## src/hw/rtl/ddgp_pkg.sv

```systemverilog
// Shared types and constants for the go-to-point wheel speed controller.
// Used by the CORDIC cells, the post-processing stages and the top level.
`default_nettype none
package ddgp_pkg;

    localparam int unsigned XY_W   = 23;   // CORDIC x/y, offsets times 2^8
    localparam int unsigned Z_W    = 27;   // CORDIC angle, degrees times 2^16
    localparam int unsigned KINV   = 39797;
    localparam int unsigned ATAN_N = 24;

    typedef struct packed {
        logic              valid;
        logic              mode;
        logic [3:0]        idx;
        logic signed [8:0] rh;
        logic signed [8:0] th;
        logic              zero;
    } meta_t;

    typedef struct packed {
        meta_t                   meta;
        logic signed [XY_W-1:0]  x;
        logic signed [XY_W-1:0]  y;
        logic signed [Z_W-1:0]   z;
    } cordic_t;

    typedef enum logic [1:0] {
        REG_DIST_GAIN  = 2'd0,
        REG_HEAD_GAIN  = 2'd1,
        REG_TURN_GAIN  = 2'd2,
        REG_SPEED_LIM  = 2'd3
    } reg_index_t;

    // atan(2^-i) in degrees times 2^16
    function automatic logic [21:0] atan_q16(input int unsigned i);
        logic [21:0] r;
        case (i)
            0: r = 22'd2949120;  1: r = 22'd1740967;  2: r = 22'd919879;
            3: r = 22'd466945;   4: r = 22'd234379;   5: r = 22'd117304;
            6: r = 22'd58666;    7: r = 22'd29335;    8: r = 22'd14668;
            9: r = 22'd7334;    10: r = 22'd3667;    11: r = 22'd1833;
            12: r = 22'd917;    13: r = 22'd458;     14: r = 22'd229;
            15: r = 22'd115;    16: r = 22'd57;      17: r = 22'd29;
            18: r = 22'd14;     19: r = 22'd7;       20: r = 22'd4;
            21: r = 22'd2;      22: r = 22'd1;
            default: r = 22'd0;
        endcase
        return r;
    endfunction

    // bring an angle error into [-180, 180]; inputs stay within two turns
    function automatic logic signed [11:0] wrap_deg(input logic signed [11:0] e);
        logic signed [11:0] r;
        r = e;
        if (r > 12'sd180) r = r - 12'sd360;
        if (r > 12'sd180) r = r - 12'sd360;
        if (r < -12'sd180) r = r + 12'sd360;
        if (r < -12'sd180) r = r + 12'sd360;
        return r;
    endfunction

endpackage
`default_nettype wire

```

## src/hw/rtl/ddgp_post.sv

```systemverilog
// Distance scaling, heading error, gain products and saturation after the CORDIC.
// Depends on ddgp_pkg. Three register stages, the last one is the output.
`default_nettype none
module ddgp_post #(
    parameter int unsigned GAIN_FRAC_BITS = 8
) (
    input  wire               aclk,
    input  wire               aresetn,
    input  wire               en,
    input  ddgp_pkg::cordic_t cin,
    input  wire  [15:0]       dist_gain,
    input  wire  [15:0]       head_gain,
    input  wire  [15:0]       turn_gain,
    input  wire  [6:0]        speed_limit,
    output logic              out_valid,
    output logic [3:0]        out_idx,
    output logic [7:0]        out_left,
    output logic [7:0]        out_right,
    output logic              out_rev,
    output logic              out_clip
);
    localparam int unsigned SH = GAIN_FRAC_BITS + 8;

    // stage 1: distance and folded error
    logic [21:0]        xc;
    logic [37:0]        dprod;
    logic signed [10:0] bearing;
    logic signed [26:0] zneg;
    logic signed [11:0] err0, errw;
    logic signed [22:0] dist_next;
    logic signed [7:0]  err_next;
    logic               rev_next;

    logic               v1_reg, mode1_reg, rev1_reg;
    logic [3:0]         idx1_reg;
    logic signed [22:0] dist1_reg;
    logic signed [7:0]  err1_reg;

    always_comb begin
        xc    = (cin.x < 0) ? 22'd0 : cin.x[21:0];
        dprod = 38'(xc) * 38'(ddgp_pkg::KINV);
        zneg  = -cin.z;
        if (cin.z >= 0) bearing = 11'(cin.z >>> 16);
        else            bearing = -11'(zneg >>> 16);
        if (cin.meta.zero) bearing = 11'sd90;
        if (cin.meta.mode) err0 = 12'(cin.meta.th) - 12'(cin.meta.rh);
        else               err0 = 12'(bearing) - 12'(cin.meta.rh);
        errw     = ddgp_pkg::wrap_deg(err0);
        rev_next = 1'b0;
        if (errw < -12'sd90) begin
            errw = errw + 12'sd180;
            rev_next = ~cin.meta.mode;
        end else if (errw > 12'sd90) begin
            errw = errw - 12'sd180;
            rev_next = ~cin.meta.mode;
        end
        err_next  = errw[7:0];
        dist_next = cin.meta.zero ? 23'sd0 : $signed({1'b0, dprod[37:16]});
        if (rev_next) dist_next = -dist_next;
    end

    // stage 2: gain products
    logic               v2_reg, mode2_reg, rev2_reg;
    logic [3:0]         idx2_reg;
    logic signed [39:0] dterm2_reg, hterm2_reg, tterm2_reg;
    logic signed [39:0] dterm_next, hterm_next, tterm_next;

    always_comb begin
        dterm_next = 40'($signed({1'b0, dist_gain})) * 40'(dist1_reg);
        hterm_next = (40'($signed({1'b0, head_gain})) * 40'(err1_reg)) <<< 8;
        tterm_next = 40'($signed({1'b0, turn_gain})) * 40'(err1_reg);
    end

    // stage 3: truncate toward zero and saturate
    function automatic logic signed [39:0] trunc0(input logic signed [39:0] v,
                                                  input int unsigned s);
        logic signed [39:0] n;
        n = -v;
        if (v >= 0) return v >>> s;
        return -(n >>> s);
    endfunction

    logic signed [39:0] vl, vr, lim;
    logic signed [7:0]  l_next, r_next;
    logic               clip_next;

    always_comb begin
        if (mode2_reg) begin
            vl = trunc0(tterm2_reg, GAIN_FRAC_BITS);
            vr = -vl;
        end else begin
            vl = trunc0(dterm2_reg + hterm2_reg, SH);
            vr = trunc0(dterm2_reg - hterm2_reg, SH);
        end
        lim       = $signed({33'd0, speed_limit});
        clip_next = 1'b0;
        l_next    = vl[7:0];
        r_next    = vr[7:0];
        if (vl > lim) begin
            l_next = lim[7:0]; clip_next = 1'b1;
        end else if (vl < -lim) begin
            l_next = 8'(-lim); clip_next = 1'b1;
        end
        if (vr > lim) begin
            r_next = lim[7:0]; clip_next = 1'b1;
        end else if (vr < -lim) begin
            r_next = 8'(-lim); clip_next = 1'b1;
        end
    end

    logic       v3_reg, rev3_reg, clip3_reg;
    logic [3:0] idx3_reg;
    logic [7:0] l3_reg, r3_reg;

    always_ff @(posedge aclk) begin
        if (!aresetn) begin
            v1_reg <= 1'b0;
            v2_reg <= 1'b0;
            v3_reg <= 1'b0;
        end else if (en) begin
            v1_reg <= cin.meta.valid;
            v2_reg <= v1_reg;
            v3_reg <= v2_reg;
        end
        if (en) begin
            mode1_reg  <= cin.meta.mode;
            rev1_reg   <= rev_next;
            idx1_reg   <= cin.meta.idx;
            dist1_reg  <= dist_next;
            err1_reg   <= err_next;
            mode2_reg  <= mode1_reg;
            rev2_reg   <= rev1_reg;
            idx2_reg   <= idx1_reg;
            dterm2_reg <= dterm_next;
            hterm2_reg <= hterm_next;
            tterm2_reg <= tterm_next;
            rev3_reg   <= rev2_reg;
            idx3_reg   <= idx2_reg;
            clip3_reg  <= clip_next;
            l3_reg     <= l_next;
            r3_reg     <= r_next;
        end
    end

    assign out_valid = v3_reg;
    assign out_idx   = idx3_reg;
    assign out_left  = l3_reg;
    assign out_right = r3_reg;
    assign out_rev   = rev3_reg;
    assign out_clip  = clip3_reg;
endmodule
`default_nettype wire

```

## config.mk

```make
export PLATFORM = sky130hd
export DESIGN_NAME = ddgp_post
export DESIGN_NICKNAME = d
export VERILOG_FILES = /design/src/hw/rtl/ddgp_pkg.sv /design/src/hw/rtl/ddgp_post.sv
export SDC_FILE = /design/constraint.sdc
export NUM_CORES = 2
export LEC_CHECK = 0
export BUFFER_PORTS_ARGS = -buffer_cell sky130_fd_sc_hd__buf_2
export CORE_AREA = 3 3 381 195
export DETAILED_ROUTE_END_ITERATION = 10
export DIE_AREA = 0 0 384 198
export PLACE_DENSITY = 0.83
export SLEW_MARGIN = 20
export SYNTH_ARGS = -nofsm -noshare
export SYNTH_HDL_FRONTEND = slang
export SYNTH_SLANG_ARGS = --single-unit
```

## constraint.sdc

```tcl
create_clock -name aclk -period 13.6 [get_ports aclk]
set_input_delay 2.72 -clock aclk [delete_from_list [all_inputs] [get_ports aclk]]
set_output_delay 2.72 -clock aclk [all_outputs]
set_load 0.02 [all_outputs]
```

==> impl_results.md <==
- Layout cell share with drive strength beyond 1: ~5.8%
- Skew final: roughly 20 ps
- Post-synthesis sequential area ratio: between 10% and 20%
- Largest net degree at the start of global routing: 90
- Worst Path Arrival: 13020 ps
- Routed via count: 37730
- Met3 WL: 8710 µm
- Worst Reg-to-Reg Cells: 35
- Hold Crit Class: flip-flop to flip-flop
- 1st-pass router iterations: 6
- Root buf cell: clkbuf_16
- Ranking of synthesized cells by area: fa_1, ha_1, edfxtp_1, inv_1, and2_1
- Drt drc: 0
- Slowest-stage cell, CP: or4_1
- Peak Freq: 0.0781 GHz
- RSZ-0062 raised after global routing: no
- Hold endpoint: out_rev
- Final Cycle Share: 94.1%
- Final Hold Viols: 0
- Crit path launch type: primary input
- #FFs+latches synth: approximately 160
- Placed insts: 6292
- Chip Height: 198 µm
- # port buffers: approximately 160
- CORE AREA: 0.0709 mm²
- Mapped cell area: 0.0461 mm²
- Commonest cells in the netlist: inv_1, fa_1, ha_1
- CTS sink cnt: 158
- Crit path largest cell delay: 540 ps
- Critical Path RT: 13820 ps
- Row Count: 69
- Vias in the first global route: 39209
- Min-delay src: rev2_reg
- Global-route wire length before repair: ~190000 µm
- Initial antenna violation count: 2
- Flop2flop setup slack: 3740 ps
- Dominant cell by count in the synthesized netlist: inv_1
- Fin crit period: 12800 ps
- Slew Limit Fails: 0
- Setup TNS: 0 ps
- Final core utilization: roughly two thirds
- Mapped Nets: 6670
- Average via count per standard cell: 5.96
- Kind of critical path: primary input to flip-flop
- Synth top area share: around 30%
- Outcome: finished clean
- Dpl cell area: 0.0479 mm²
- Top_reg_cell synth: edfxtp_1
- Ports: 179
- Worst slew pin tran: approximately 1100 ps
- Final nets: 6753
- Max layer used: met5
- Max_slew headroom: slightly below 30%
- Global Route Usage Sum: 31.1%
- Initial DRC count: 2716
- Yosys cell types: between 100 and 150
- Routed Antenna Nets: 0
- Setup Viol. Count Final: 0
- TritonCTS clock tree: yes
- Worst Hold Depth: 0
- HPWL Detailed: 95200 µm
- Metal2 WL: about 57000 µm
- Final instance area: 0.0485 mm²
- Synth area leader: fa_1
- Worst r2r dst: out_right[2]
- Mean Syn Cell Area: approximately 8.7 µm²
- Die width: ~380 µm
- Routability cong.: about 0.9
- Endpoint type of the worst setup path: flip-flop
- Reg clk slew, reported paths: 80 ps
- Synth Instances: 5272
- Max Cap Viol: 0
- Cts bufs inserted: 17
- Max FO, Critical Path: 16
- Fillers: between 5000 and 6000
- Starting density of the core: approximately two thirds
- GRT overflow: 0
- Routed wire per std cell: ~18 µm
- M1 wire length: about 48000 µm
- Yosys warns: 0
- Final Non-Filler Cells: between 6000 and 7000
- FF-to-FF Start: hterm2_reg[8]
- Clock Latency Late Sink: 470 ps
- Die area: 0.0760 mm²
- Number of enable flip-flop cells after synthesis: 155
- H-tree levels: 4
- Area grow syn2layout: 5.20%
- Routed WL: 117000 µm
- Max FFs per register: 40
- Ys async rst share: 0%
- Clock buffer depth: 2
## layout make-up
class / count / area [µm²] / share of cell area (%)
Multi-Input combinational cell: 3969 / 37100 / 76.5
Sequential cell: 158 / 4710 / 9.72
Inverter: 1002 / 3760 / 7.76
Tap cell: 958 / 1200 / 2.47
Timing Repair Buffer: 207 / 1170 / 2.42
Clock buffer: 18 / 429 / 0.885
Clock inverter: 14 / 129 / 0.266
Antenna cell: 1 / 2.50 / 0.00516
## placed cells by master, fill, tap and decap left out, types with 155 or more instances in the layout
| cell type | Yosys | final |
|---|---|---|
| edfxtp_1 | 155 | 155 |
| nand2_1 | 483 | 483 |
| ha_1 | 555 | 555 |
| fa_1 | 687 | 687 |
| xnor2_1 | 174 | 174 |
| o21ai_0 | 181 | 181 |
| and2_1 | 325 | 325 |
| nor2_1 | 252 | 252 |
| a21oi_1 | 198 | 198 |
| inv_1 | 994 | 994 |
## cells by family after synthesis
group	after synthesis	synth area share (%)
DFF	158	10.2
buffers and inverters	1145	9.36
xor gates and xnor gates	252	4.80
adders and majority gates	1242	44.9
AOI/OAI and AO/OA	787	11.3
muxes	71	1.58
and+or+nand+nor	1617	17.8
## timing repair
| item | CTS | global route |
|---|---|---|
| gates resized for setup | 0 | 1 |
| hold buffers | 0 | 0 |
| setup endpoints to repair | 0 | 15 |
| buffers inserted | 0 | 2 |
## worst max-delay path by stage
stage / slack, ps / from / cells past startpoint / to
2_1_floorplan: 1100 / cin[6] / 43 / dist1_reg[12]
3_3_place_gp: 400 / cin[14] / 42 / dist1_reg[21]
3_5_place_dp: 190 / cin[14] / 42 / dist1_reg[21]
4_1_cts: 660 / cin[14] / 42 / dist1_reg[21]
5_1_grt: 70 / cin[0] / 40 / dist1_reg[10]
6_report: 800 / cin[14] / 43 / dist1_reg[21]
## stage by stage
stage                     hold slack (ps)  worst slack, ps
after global routing                  432             65.9
after floorplan                       400             1100
final                                 423              798
after global placement                403              397
after detailed placement              405              192
after CTS                             424              664
## worst max-delay path: cells and delay by family
kind,cells,cell delay [ps]
simple gates,12,3460
buf+inv,5,620
fa+ha+maj,3,840
mux,3,930
xor+xnor,3,620
compound gates,17,3780
## metal layers
layer	vias to the layer above	global-route usage [%]
li1	17379	-
met1	18534	40.0
met2	1522	53.7
met3	293	5.23
met4	2	10.0
met5	-	0
Power is not shown: default switching activity piles up to over one toggle a cycle in this logic, so the estimate is an artifact.
