### src/hw/rtl/ddgp_pkg.sv
// Shared types and constants for the go-to-point wheel speed controller.
// Used by the CORDIC cells, the post-processing stages and the top level.
`default_nettype none
package ddgp_pkg;

    localparam int unsigned XY_W   = 23;   // CORDIC x/y, offsets times 2^8
    localparam int unsigned Z_W    = 27;   // CORDIC angle, degrees times 2^16
    localparam int unsigned KINV   = 39797;
    localparam int unsigned ATAN_N = 24;

    typedef struct packed {
        logic              valid;
        logic              mode;
        logic [3:0]        idx;
        logic signed [8:0] rh;
        logic signed [8:0] th;
        logic              zero;
    } meta_t;

    typedef struct packed {
        meta_t                   meta;
        logic signed [XY_W-1:0]  x;
        logic signed [XY_W-1:0]  y;
        logic signed [Z_W-1:0]   z;
    } cordic_t;

    typedef enum logic [1:0] {
        REG_DIST_GAIN  = 2'd0,
        REG_HEAD_GAIN  = 2'd1,
        REG_TURN_GAIN  = 2'd2,
        REG_SPEED_LIM  = 2'd3
    } reg_index_t;

    // atan(2^-i) in degrees times 2^16
    function automatic logic [21:0] atan_q16(input int unsigned i);
        logic [21:0] r;
        case (i)
            0: r = 22'd2949120;  1: r = 22'd1740967;  2: r = 22'd919879;
            3: r = 22'd466945;   4: r = 22'd234379;   5: r = 22'd117304;
            6: r = 22'd58666;    7: r = 22'd29335;    8: r = 22'd14668;
            9: r = 22'd7334;    10: r = 22'd3667;    11: r = 22'd1833;
            12: r = 22'd917;    13: r = 22'd458;     14: r = 22'd229;
            15: r = 22'd115;    16: r = 22'd57;      17: r = 22'd29;
            18: r = 22'd14;     19: r = 22'd7;       20: r = 22'd4;
            21: r = 22'd2;      22: r = 22'd1;
            default: r = 22'd0;
        endcase
        return r;
    endfunction

    // bring an angle error into [-180, 180]; inputs stay within two turns
    function automatic logic signed [11:0] wrap_deg(input logic signed [11:0] e);
        logic signed [11:0] r;
        r = e;
        if (r > 12'sd180) r = r - 12'sd360;
        if (r > 12'sd180) r = r - 12'sd360;
        if (r < -12'sd180) r = r + 12'sd360;
        if (r < -12'sd180) r = r + 12'sd360;
        return r;
    endfunction

endpackage
`default_nettype wire

### src/hw/rtl/ddgp_cell.sv
// One vectoring CORDIC micro-rotation, registered, with the command sideband.
// Depends on ddgp_pkg.
`default_nettype none
module ddgp_cell #(
    parameter int unsigned IDX = 0
) (
    input  wire              aclk,
    input  wire              aresetn,
    input  wire              en,
    input  ddgp_pkg::cordic_t cin,
    output ddgp_pkg::cordic_t cout
);
    localparam logic signed [ddgp_pkg::Z_W-1:0] ANG =
        ddgp_pkg::Z_W'(ddgp_pkg::atan_q16(IDX));

    ddgp_pkg::cordic_t c_reg, c_next;
    logic signed [ddgp_pkg::XY_W-1:0] xs, ys;

    always_comb begin
        xs = cin.x >>> IDX;
        ys = cin.y >>> IDX;
        c_next = cin;
        if (cin.y >= 0) begin
            c_next.x = cin.x + ys;
            c_next.y = cin.y - xs;
            c_next.z = cin.z + ANG;
        end else begin
            c_next.x = cin.x - ys;
            c_next.y = cin.y + xs;
            c_next.z = cin.z - ANG;
        end
    end

    always_ff @(posedge aclk) begin
        if (!aresetn) begin
            c_reg.meta.valid <= 1'b0;
        end else if (en) begin
            c_reg.meta.valid <= c_next.meta.valid;
        end
        if (en) begin
            c_reg.meta.mode <= c_next.meta.mode;
            c_reg.meta.idx  <= c_next.meta.idx;
            c_reg.meta.rh   <= c_next.meta.rh;
            c_reg.meta.th   <= c_next.meta.th;
            c_reg.meta.zero <= c_next.meta.zero;
            c_reg.x         <= c_next.x;
            c_reg.y         <= c_next.y;
            c_reg.z         <= c_next.z;
        end
    end

    assign cout = c_reg;
endmodule
`default_nettype wire

### config.mk
export PLATFORM = sky130hd
export DESIGN_NAME = ddgp_cell
export DESIGN_NICKNAME = d
export VERILOG_FILES = /design/src/hw/rtl/ddgp_pkg.sv /design/src/hw/rtl/ddgp_cell.sv
export SDC_FILE = /design/constraint.sdc
export NUM_CORES = 1
export LEC_CHECK = 0
export BUFFER_PORTS_ARGS = -buffer_cell sky130_fd_sc_hd__buf_4
export CAP_MARGIN = 10
export CORE_MARGIN = 10
export CORE_UTILIZATION = 45
export DETAILED_ROUTE_END_ITERATION = 7
export PLACE_DENSITY_LB_ADDON = 0.15
export SLEW_MARGIN = 0
export SYNTH_ARGS = -nofsm -noshare
export SYNTH_HDL_FRONTEND = slang
export SYNTH_SLANG_ARGS = --single-unit
### constraint.sdc
create_clock -name aclk -period 3.1 [get_ports aclk]
set_input_delay 0.31 -clock aclk [delete_from_list [all_inputs] [get_ports aclk]]
set_output_delay 0.31 -clock aclk [all_outputs]
set_load 0.05 [all_outputs]
==> run summary, run 1 <==
Synth Flop Type -> edfxtp_1
nets -> 1151
Diodes inserted -> 0
Initial Utilization -> 0.460
most frequent cells in the layout -> 240 x buf_4, 96 x edfxtp_1, 78 x inv_1
critical path class -> in2reg
Routed WL per cell -> 18.7 microns
Slew headroom -> 0.493
setup TNS -> 0 ns
Max Root-Sink Buffers -> 2
post-cts resize count -> 0
Fin. Hold Viols -> 0
area delta synth->final -> 30.0%
CP Launch Type -> input port
CTS tree -> built
die area -> 21800 sq um
CP endpoint kind -> flip-flop
Worst EP arrival -> 2.74 ns
Seq/Total Area, Yosys -> 0.396
Gate power share -> 0.419
worst-path cell chain -> buf_4, inv_1, ha_1, nand2b_1, a221oi_1, buf_4, nor4_2, o21a_4, o21ai_4, and3_2, or4b_1
Syn Std Cell Area -> 7340 sq um
Worst Hold End -> cout[96]$_DFFE_PP_
fin crit period -> 2.66 ns
Total GRT Usage -> 0.195
synthesized instance count -> 751
Hold Crit Class -> in2reg
core area -> 15900 sq um
CP max stage delay -> 0.51 ns
CP max FO -> 5
hold path startpoint -> cin[96]
Ys Warns -> 0
row count -> 46
worst path bufs/invs -> 3
CP most frequent cell -> buf_4
vias in the first global route -> 6260
clk_lat worst skew -> 0.34 ns
Tcrit/Tclk final -> 0.859
syn nets -> 931
H-Tree Depth -> 3
final wirelength -> 22300 microns
remaining antenna violation count after routing -> 0
initial DRC count -> 502
Worst-Margin Slew -> 0.760 ns
worst reg2reg startpoint -> cout[97]$_SDFFE_PN0P_
pin count of the biggest net entering global routing -> 62
Worst-path clk slew -> 0.07 ns
Synth area leader -> edfxtp_1
cts hold-fix bufs -> 0
slowest stage cell, crit path -> or4b_1
fmax -> 375 MHz
P_int -> 2.91 mW
worst hold slack -> 0.140 ns
outcome -> finished clean
Final Instance Count excl. Fillers -> 1192
top-area cell type share of the netlist area -> 0.393
Static Leak -> 4.28 nW
Final Setup Violations -> 0
Seq pwr share -> 0.362
total CTS buffers -> 9
switching share of power -> 0.384
dpl cells -> 1176
Cell variety after synth -> 80
reg2reg path depth -> 2
fin area -> 9540 sq um
syn avg cell area -> 9.77 sq um
worst hold stages -> 1
CP Data Required Time -> 3.18 ns
RSZ-0062 raised after global routing -> false
via density per instance -> 5.41
Top Ports -> 199
met3 wire len -> 1920 microns
Area contributors post-synth -> edfxtp_1 39%, ha_1 13%, a21oi_1 4.4%
Clock Skew -> 0 ns
Post-CTS Setup Bufs -> 0
Util after Layout -> 0.598
die height -> 148 microns
fin. max-slew vios -> 0
most common cell after layout, fill and taps aside -> buf_4
placed cell areas -> 9250 sq um
Port Buffers -> 198
first-pass GRT wire length -> 34300 microns
R2R setup slack -> 2.51 ns
clock sink total -> 97
Async S/R FF share, synth -> 0
DRT Pass-1 Iters -> 5
Largest register FFs -> 97
GRT overflow -> 0
highest metal used -> met4
DP HPWL -> 18600 microns
Synth Register Bits -> 97
GPL Wtd Cong -> 1.00
met1 wire length -> 10100 microns
Reg-to-Reg End -> cout[97]$_SDFFE_PN0P_
clock share of power -> 0.219
Peak supply drop -> 0.255 mV
Post-route DRC -> 0
Post-synth EDFFs -> 96
vias post-DR -> 6450
Crit path max-delay family -> simple AND/OR/NAND/NOR gates
pwr dens -> 495 nW/um^2
max cap viols -> 0
root buffer selected by CTS -> clkbuf_16
share of layout cells above drive strength 1 -> 0.279
Sw Pwr -> 1.81 mW
Die X-Extent -> 148 microns
WL met2 -> 10000 microns
initial antenna violation count -> 0
logic make-up (layout without fill, tap and decap cells):
| kind of cell | Yosys count | in the layout | synth area share |
|---|---|---|---|
| xor gates and xnor gates | 45 | 45 | 0.0537 |
| DFF | 97 | 97 | 0.396 |
| buffers and inverters | 111 | 336 | 0.0619 |
| muxes | 11 | 11 | 0.0150 |
| AOI/OAI and AO/OA | 226 | 226 | 0.204 |
| and+or+nand+nor | 182 | 182 | 0.131 |
| adders and majority gates | 79 | 79 | 0.139 |
cells in the mapped netlist, types with 14 or more instances:
cell type / instances
edfxtp_1: 96
o21ai_0: 43
a21o_1: 19
nor3_1: 16
inv_1: 78
nand2_1: 40
clkbuf_1: 14
nor2_1: 42
xnor2_1: 34
a21oi_1: 65
ha_1: 75
power groups by stage:
stage	Clock, mW	Sequential [mW]	Combinational (mW)
after floorplan	0	2.32	0.694
after global routing	1.11	1.72	2.11
after detailed placement	0	1.74	1.97
after global placement	0	1.73	1.97
after CTS	1.05	1.71	1.98
final	1.03	1.71	1.98
worst max path at each step:
stage | start | endpoint | slack, ns | depth (start not counted)
floorplan | cin[49] | cout[25]$_DFFE_PP_ | 0.05 | 11
global placement | cin[27] | cout[70]$_DFFE_PP_ | 0.16 | 10
detailed placement | cin[27] | cout[70]$_DFFE_PP_ | 0.11 | 10
CTS | cin[27] | cout[70]$_DFFE_PP_ | 0.47 | 10
global route | cin[50] | cout[70]$_DFFE_PP_ | 0.32 | 11
finish | cin[28] | cout[67]$_DFFE_PP_ | 0.44 | 11
stage by stage:
stage | setup WS, ns | power (mW)
final | 0.437 | 4.72
after global routing | 0.318 | 4.94
after CTS | 0.469 | 4.74
after detailed placement | 0.114 | 3.71
after global placement | 0.162 | 3.70
after floorplan | 0.0547 | 3.02
routing by layer:
| layer | global-route usage | vias to the layer above |
|---|---|---|
| met1 | 0.264 | 2982 |
| met5 | 0 | - |
| met4 | 0.0411 | 0 |
| li1 | - | 3158 |
| met2 | 0.312 | 294 |
| met3 | 0.0437 | 16 |
layout make-up:
type | count | area (sq um)
fill | 1434 | 6410
multi-input combinational | 543 | 3980
sequential | 97 | 2900
timing repair buffer | 240 | 1800
inverter | 80 | 300
tap | 216 | 270
clock buffer | 11 | 243
clock inverter | 5 | 40.0
(Power assumes the default switching activity.)
==> run 2: changes to the inputs <==
- GPL_TIMING_DRIVEN: default -> 0
==> run 2 against run 1 <==
Effect of this change:
- clock skew is the same
- sequential power is essentially flat
- register-to-register slack is essentially flat
- largest cell class unchanged
- clock power is essentially flat
- die area is the same
- first-iteration DRC count grew 1.0%
==> run summary, run 2 (synthesis gave the netlist of run 1 again) <==
Routed WL per cell -> 19.1 microns (+2.0%)
initial DRC count -> 507 (+1.0%)
pwr dens -> 502 nW/um^2 (+1.4%)
remaining antenna violation count after routing -> 0 (unchanged)
Top Ports -> 199 (unchanged)
cts hold-fix bufs -> 0 (unchanged)
CTS tree -> built
area delta synth->final -> 27.8%
clock share of power -> 0.225 (+0.006)
Max Root-Sink Buffers -> 2 (unchanged)
most common cell after layout, fill and taps aside -> buf_4
row count -> 46 (unchanged)
Diodes inserted -> 0 (unchanged)
vias post-DR -> 6556 (+1.6%)
Final Setup Violations -> 0 (unchanged)
Peak supply drop -> 0.272 mV (+6.9%)
post-cts resize count -> 2 (+2)
M1 GR Usage -> 0.263 (-0.00129)
GRT overflow -> 0 (unchanged)
Seq pwr share -> 0.363 (about the same)
M2 GR Usage -> 0.319 (+0.00699)
clk_lat worst skew -> 0.34 ns (about the same)
Slew headroom -> 0.185 (-0.309)
CP endpoint kind -> flip-flop
Port Buffers -> 198 (unchanged)
clock sink total -> 97 (unchanged)
Gate power share -> 0.412 (-0.007)
GPL Wtd Cong -> 0.979 (-2.3%)
via density per instance -> 5.57 (+2.9%)
total CTS buffers -> 9 (unchanged)
fmax -> 337 MHz (-10%)
fin crit period -> 2.97 ns (+0.306 ns)
outcome -> finished clean
core area -> 15900 sq um (unchanged)
Worst EP arrival -> 3.06 ns (+0.32 ns)
DRT Pass-1 Iters -> 5 (unchanged)
max cap viols -> 0 (unchanged)
share of layout cells above drive strength 1 -> 0.257 (-0.0219)
Tcrit/Tclk final -> 0.958 (+0.0989)
vias in the first global route -> 6274 (+0.22%)
Fin. Hold Viols -> 0 (unchanged)
critical path class -> in2reg
Static Leak -> 4.17 nW (-2.6%)
die area -> 21800 sq um (unchanged)
Worst-path clk slew -> 0.07 ns (about the same)
multi-input logic area -> 3980 sq um (+0.13%)
switching share of power -> 0.392 (+0.00869)
H-Tree Depth -> 3 (unchanged)
most frequent cells in the layout -> 204 x buf_4, 96 x edfxtp_1, 78 x inv_1
M3 GR Usage -> 0.0394 (-0.00427)
Clock Skew -> 0 ns (unchanged)
Largest register FFs -> 97 (unchanged)
number of fill cells -> 1424 (-0.70%)
Total GRT Usage -> 0.197 (+0.00206)
Final Instance Count excl. Fillers -> 1178 (-1.2%)
final wirelength -> 22400 microns (+0.82%)
Sw Pwr -> 1.85 mW (+1.9%)
initial antenna violation count -> 0 (unchanged)
setup TNS -> 0 ns (unchanged)
first-pass GRT wire length -> 34700 microns (+1.1%)
Hold Crit Class -> in2reg
RSZ-0062 raised after global routing -> false
Register Area -> 2900 sq um (unchanged)
pin count of the biggest net entering global routing -> 98 (+58%)
Util after Layout -> 0.588 (-0.0103)
GR peak layer -> met2
Worst-Margin Slew -> 1.22 ns (+0.463 ns)
fin. max-slew vios -> 0 (unchanged)
dpl cells -> 1165 (-0.94%)
CP Launch Type -> input port
P_int -> 2.86 mW (-1.8%)
root buffer selected by CTS -> clkbuf_16
Post-CTS Setup Bufs -> 0 (unchanged)
nets -> 1137 (-1.2%)
Post-route DRC -> 0 (unchanged)
CP Data Required Time -> 3.19 ns (about the same)
DP HPWL -> 18400 microns (-0.88%)
Die X-Extent -> 148 microns (unchanged)
Initial Utilization -> 0.460 (unchanged)
CP max FO -> 6 (+1)
die height -> 148 microns (unchanged)
-- run 2: worst paths after layout --
kind / startpoint / to / slack, ns / cells after the start
setup reg to reg: cout[97]$_SDFFE_PN0P_ / cout[97]$_SDFFE_PN0P_ / 2.50 / 2
hold / removal: cin[75] / cout[75]$_DFFE_PP_ / 0.14 / 1
setup / recovery: cin[27] / cout[70]$_DFFE_PP_ / 0.13 / 9
hold reg to reg: cout[97]$_SDFFE_PN0P_ / cout[97]$_SDFFE_PN0P_ / 0.53 / 2
-- run 2: worst max-delay path, cell delays in order --
cell       delay, ns
buf_4           0.12
ha_1            0.22
fa_1            0.45
a221oi_2        0.49
o31ai_2         0.22
a21oi_1         0.27
o221ai_1        0.26
and3_1          0.24
a2111oi_1       0.48
-- run 2: metrics by stage --
stage	area, sq um	power, mW	hold WS [ns]	setup slack (ns)
after detailed placement	9090	3.66	0.489	-0.953
after global placement	9090	3.65	0.488	-0.985
after CTS	9380	4.71	0.127	0.00853
after floorplan	7340	3.02	0.409	0.0547
after global routing	9370	4.92	0.120	0.00584
final	9370	4.70	0.137	0.130
-- run 2: layout make-up --
type,instances,share of cell area
inverter,80,0.0322
timing repair buffer,198,0.159
buffer,28,0.0154
sequential,97,0.310
tap,216,0.0288
clock buffer,9,0.0240
multi-input combinational,543,0.425
clock inverter,7,0.00627
-- run 2: per-layer routing --
metal	share of wire	wire [microns]	vias up
met5	0	0	-
li1	-	-	3134
met2	0.45	10200	363
met1	0.44	9890	3037
met3	0.092	2070	22
met4	0.014	325	0
-- run 2: power groups by stage --
stage	clock (mW)	combinational (mW)	sequential, mW
final	1.06	1.94	1.71
after floorplan	0	0.694	2.32
after CTS	1.08	1.93	1.71
after global routing	1.13	2.06	1.72
after detailed placement	0	1.92	1.74
after global placement	0	1.92	1.73
